[src/rtl/ldpm_dly.sv]
module ldpm_dly #(
    parameter int W = 64,
    parameter int N = 1
) (
    input  logic         i_clk,
    input  logic [W-1:0] i_d,
    output logic [W-1:0] o_d
);

    logic [W-1:0] r_pipe [0:N-1];

    always_ff @(posedge i_clk) begin
        r_pipe[0] <= i_d;
        for (int k = 1; k < N; k++) begin
            r_pipe[k] <= r_pipe[k-1];
        end
    end

    assign o_d = r_pipe[N-1];

endmodule

[config.mk]
export PLATFORM = sky130hd
export DESIGN_NAME = ldpm_dly
export DESIGN_NICKNAME = d
export VERILOG_FILES = /design/src/rtl/ldpm_dly.sv
export SDC_FILE = /design/constraint.sdc
export NUM_CORES = 1
export LEC_CHECK = 0
export ABC_AREA = 1
export BUFFER_PORTS_ARGS = -buffer_cell sky130_fd_sc_hd__buf_2
export CAP_MARGIN = 5
export CORE_ASPECT_RATIO = 1.1
export CORE_MARGIN = 2
export CORE_UTILIZATION = 32
export CTS_CLUSTER_SIZE = 16
export DETAILED_ROUTE_END_ITERATION = 8
export PLACE_DENSITY = 0.7
export SYNTH_ARGS = -nofsm -noshare
export SYNTH_HDL_FRONTEND = slang
export SYNTH_SLANG_ARGS = --single-unit
[constraint.sdc]
create_clock -name i_clk -period 0.8 [get_ports i_clk]
set_input_delay 0.04 -clock i_clk [delete_from_list [all_inputs] [get_ports i_clk]]
set_output_delay 0.04 -clock i_clk [all_outputs]
set_load 0.05 [all_outputs]
# [Word level (Yosys, flattened, before mapping)]
# Memory sizes are Yosys's and may differ from the RTL's.
# Cells that the tools add are included.
# Widths: inputs -> output; s select.
[word_totals] ff_bits=0 mem_bits_rw=64 input_bits=65 word_cells=1 mem_count=1
[mem_list] memory="r_pipe" words=1 word_bits=64 read_ports=1 rd_ports_with_merged_regs=0 wr=1 line_no="10" rtl="logic [W-1:0] r_pipe [0:N-1];"

# [Logic depth before layout (Yosys ltp)]
[depth] word_depth=0 depth_mapped=0 mapped_depth_nobuf=0

# [Least setup slack after synthesis]
# Ideal clock, no wire load.
[synth_timing] path_type="register to output" startpoint="memory r_pipe[0][0]" endpoint="output o_d[0]" arrival_ns=0.587 t_required_ns=0.760 path_slack_ns=0.173 path_stages_with_launch=1 path_buffers=0 path_cell_list="dfxtp_1"
[synth_rtl] item="from (decl)" line_no="10"
[synth_rtl] item="to (decl)" line_no="7" rtl="output logic [W-1:0] o_d"

==> impl_metrics.prom <==
# TYPE chip_impl_metric gauge
chip_impl_metric{name="timing.critical_path.buf_inv",unit=""} 1
chip_impl_metric{name="yosysUniqueCellTypes",unit=""} 1
chip_impl_metric{name="postLayoutSetupSlackWorst",unit="ns"} -0.06319
chip_impl_metric{name="grt-ovfl-total",unit=""} 0
chip_impl_metric{name="final_cells",unit=""} 321
chip_impl_metric{name="post_drt_via_cell_ratio",unit=""} 4.059
chip_impl_metric{name="use_met2",unit="%"} 51.62
chip_impl_metric{name="placementRows",unit=""} 24
chip_impl_metric{name="area_used_by_multi_input_combinational_logic",unit="um^2"} 0
chip_impl_info{name="hold_path_startpoint",value="i_d[0]"} 1
chip_impl_metric{name="cellPowerDensity",unit="mW/mm^2"} 2111
chip_impl_info{name="unrepaired_setup_endpoints_after_global_routing",value="yes"} 1
chip_impl_metric{name="crit_fanout",unit=""} 1
chip_impl_metric{name="detail_route.wl_per_cell",unit="um"} 16.45
chip_impl_metric{name="dp_hpwl",unit="um"} 2095
chip_impl_info{name="worst-setup-path-type",value="reg -> out"} 1
chip_impl_metric{name="first_global_vias",unit=""} 1555
chip_impl_metric{name="insertedDiodeCount",unit=""} 0
chip_impl_metric{name="grt_start_max_net_pins",unit=""} 10
chip_impl_metric{name="cts.clk_slew.worst_paths",unit="ns"} 0.07
chip_impl_metric{name="die_outline_area",unit="mm^2"} 0.004527
chip_impl_metric{name="core-area",unit="mm^2"} 0.003904
chip_impl_metric{name="grt_use_total",unit="%"} 24.49
chip_impl_info{name="worstPathCellList",value="buf_6"} 1
chip_impl_info{name="largest_registers",value="r_pipe: 64 flops"} 1
chip_impl_metric{name="timing.setup.tns",unit="ns"} -2.741
chip_impl_info{name="crit_family",value="flip-flops"} 1
chip_impl_metric{name="area.growth.synth_to_final",unit="%"} 164.7
chip_impl_metric{name="largest_reg_flops",unit=""} 64
chip_impl_metric{name="buffer_ports.inserted",unit=""} 128
chip_impl_metric{name="fill_cells",unit=""} 188
chip_impl_metric{name="first_pass_grt_wire_length",unit="um"} 7714
chip_impl_metric{name="antenna_found_initial",unit=""} 0
chip_impl_metric{name="timing.final.max_slew_violations",unit=""} 0
chip_impl_metric{name="critPathRequiredTime",unit="ns"} 0.76
chip_impl_metric{name="synth-seq-area-share",unit="%"} 100.0
chip_impl_metric{name="report.final.setup_viol",unit=""} 64
chip_impl_metric{name="drive_above_1_share",unit="%"} 75.46
chip_impl_metric{name="max-clock-path-buffers",unit=""} 2
chip_impl_metric{name="detailroute.via_count",unit=""} 1303
chip_impl_metric{name="fin_nets",unit=""} 332
chip_impl_info{name="peak_usage_layer_in_the_global_routing_report",value="met2"} 1
chip_impl_metric{name="top_level_ports",unit=""} 129
chip_impl_metric{name="arrival",unit="ns"} 0.82
chip_impl_metric{name="layout.area.seq",unit="mm^2"} 0.001361
chip_impl_metric{name="post_synth.cell_area_avg",unit="um^2"} 20.02
chip_impl_metric{name="worst_pin_slew",unit="ns"} 0.1185
chip_impl_metric{name="route.detailed.drc",unit=""} 0
chip_impl_metric{name="htree_num_levels",unit=""} 3
chip_impl_metric{name="min_period_over_period",unit="%"} 107.9
chip_impl_metric{name="number_of_drc_markers_after_the_initial_detailed_route_iteration",unit=""} 41
chip_impl_info{name="registers.top_by_ff_count",value="r_pipe"} 1
chip_impl_metric{name="detailedPlace.worstSlack",unit="ns"} 0.1982
chip_impl_metric{name="detail-route-antenna-nets",unit=""} 0
chip_impl_metric{name="first_pass_iters",unit=""} 3
chip_impl_info{name="tritoncts",value="yes"} 1
chip_impl_metric{name="drt-total-wl",unit="um"} 5281
chip_impl_info{name="critPathCaptureType",value="output pin"} 1
chip_impl_metric{name="critPathMaxStageDelay",unit="ns"} 0.34
chip_impl_metric{name="power_leakage",unit="nW"} 1.574
chip_impl_metric{name="cap_viol_max_count",unit=""} 0
chip_impl_info{name="setup_crit_start_kind",value="flop"} 1
chip_impl_metric{name="syn_area",unit="mm^2"} 0.001281
chip_impl_metric{name="numClockSinks",unit=""} 64
chip_impl_info{name="cp_slowest_cell",value="sky130_fd_sc_hd__dfxtp_2"} 1
chip_impl_metric{name="gp_congestion",unit=""} 0.6433
chip_impl_metric{name="max_vdd_drop",unit="mV"} 1.620
chip_impl_metric{name="mappedNetlistNets",unit=""} 129
chip_impl_info{name="whs_endpoint",value="r_pipe[0][0]$_DFF_P_"} 1
chip_impl_metric{name="finalCriticalPeriod",unit="ns"} 0.8632
chip_impl_metric{name="ys_warn_count",unit=""} 0
chip_impl_metric{name="totalPowerFinal",unit="mW"} 7.160
chip_impl_info{name="violations",value="negative setup slack"} 1
chip_impl_metric{name="floorplan.die.width",unit="um"} 64.33
chip_impl_metric{name="initial_utilization",unit="%"} 32.82
chip_impl_metric{name="hold_violations",unit=""} 0
chip_impl_metric{name="grt_use_met1",unit="%"} 17.32
chip_impl_metric{name="grt_util_met3",unit="%"} 9.662
chip_impl_metric{name="worst_slew_margin_rel",unit="%"} 92.12
chip_impl_metric{name="fmax",unit="GHz"} 1.159
chip_impl_info{name="cell_chosen_for_the_clock_root",value="sky130_fd_sc_hd__clkbuf_8"} 1
chip_impl_metric{name="ys_ff_latch",unit=""} 64
chip_impl_metric{name="num-multi-input-gates",unit=""} 0
chip_impl_metric{name="die_height",unit="um"} 70.37
chip_impl_metric{name="whs_path_depth",unit=""} 2
chip_impl_metric{name="syn_inst",unit=""} 64
chip_impl_info{name="min-delay-path-class",value="in -> reg"} 1
chip_impl_metric{name="cts_buffers",unit=""} 9
chip_impl_info{name="status",value="finished with violations"} 1
chip_impl_metric{name="place.detailed.instances",unit=""} 244
## cells by family (layout without fill, tap and decap cells)
group	Yosys count	in the layout	synth area share [%]
buf+inv	0	205	0
flops	64	64	100.0
## power by group
part / switching (mW) / leakage [nW] / internal [mW]
logic: 0.784 / 0.958 / 0.707
clock network: 1.10 / 0.0749 / 1.06
registers: 0.108 / 0.540 / 3.40
total: 1.99 / 1.57 / 5.17
## synthesized netlist by cell type
cell,number,area [um^2]
sky130_fd_sc_hd__dfxtp_1,64,1281
## cell type report
| type | instances | area share, % |
|---|---|---|
| Timing Repair Buffer | 192 | 53.78 |
| Clock buffer | 11 | 3.873 |
| Sequential cell | 64 | 40.13 |
| Clock inverter | 2 | 0.2951 |
| Tap cell | 52 | 1.918 |
## how the worst max path moves through the flow
| stage | slack, ns | start | depth (start not counted) | end |
|---|---|---|---|---|
| after global routing | -0.09 | r_pipe[0][11]$_DFF_P_ | 1 | o_d[11] |
| final | -0.06 | r_pipe[0][14]$_DFF_P_ | 1 | o_d[14] |
| after CTS | -0.07 | r_pipe[0][10]$_DFF_P_ | 1 | o_d[10] |
| after floorplan | 0.17 | r_pipe[0][0]$_DFF_P_ | 0 | o_d[0] |
| after detailed placement | 0.20 | r_pipe[0][25]$_DFF_P_ | 1 | o_d[25] |
| after global placement | 0.22 | r_pipe[0][42]$_DFF_P_ | 1 | o_d[42] |
## what timing repair did
| action | in CTS | in global routing |
|---|---|---|
| hold endpoints to repair | 64 | 0 |
| buffers inserted | 0 | 0 |
| pin swaps | 0 | 0 |
| resized for setup | 218 | 12 |
| setup endpoints to repair | 64 | 64 |
| hold buffers | 64 | 0 |
## layout by cell type, fill, tap and decap left out
cell	n
sky130_fd_sc_hd__dlygate4sd3_1	64
sky130_fd_sc_hd__clkinv_2	2
sky130_fd_sc_hd__clkbuf_8	9
sky130_fd_sc_hd__buf_8	38
sky130_fd_sc_hd__buf_2	64
sky130_fd_sc_hd__clkbuf_1	2
sky130_fd_sc_hd__dfxtp_2	64
sky130_fd_sc_hd__buf_6	26
## metal layers
| metal | wire [um] | share of wire, % |
|---|---|---|
| met1 | 1450 | 27 |
| met5 | 0 | 0 |
| met2 | 3336 | 63 |
| met3 | 393 | 7.4 |
| met4 | 99 | 1.9 |
## per-stage QoR
stage                     area (um^2)  hold WS [ns]  utilization (%)
final                            3392        0.3412            86.89
after global routing             3392        0.3444            86.89
after CTS                        3347        0.3240            85.74
after detailed placement         1987        0.1436            50.90
after global placement           1987        0.1418            50.90
after floorplan                  1281       0.06772                -
(Power assumes the default switching activity.)
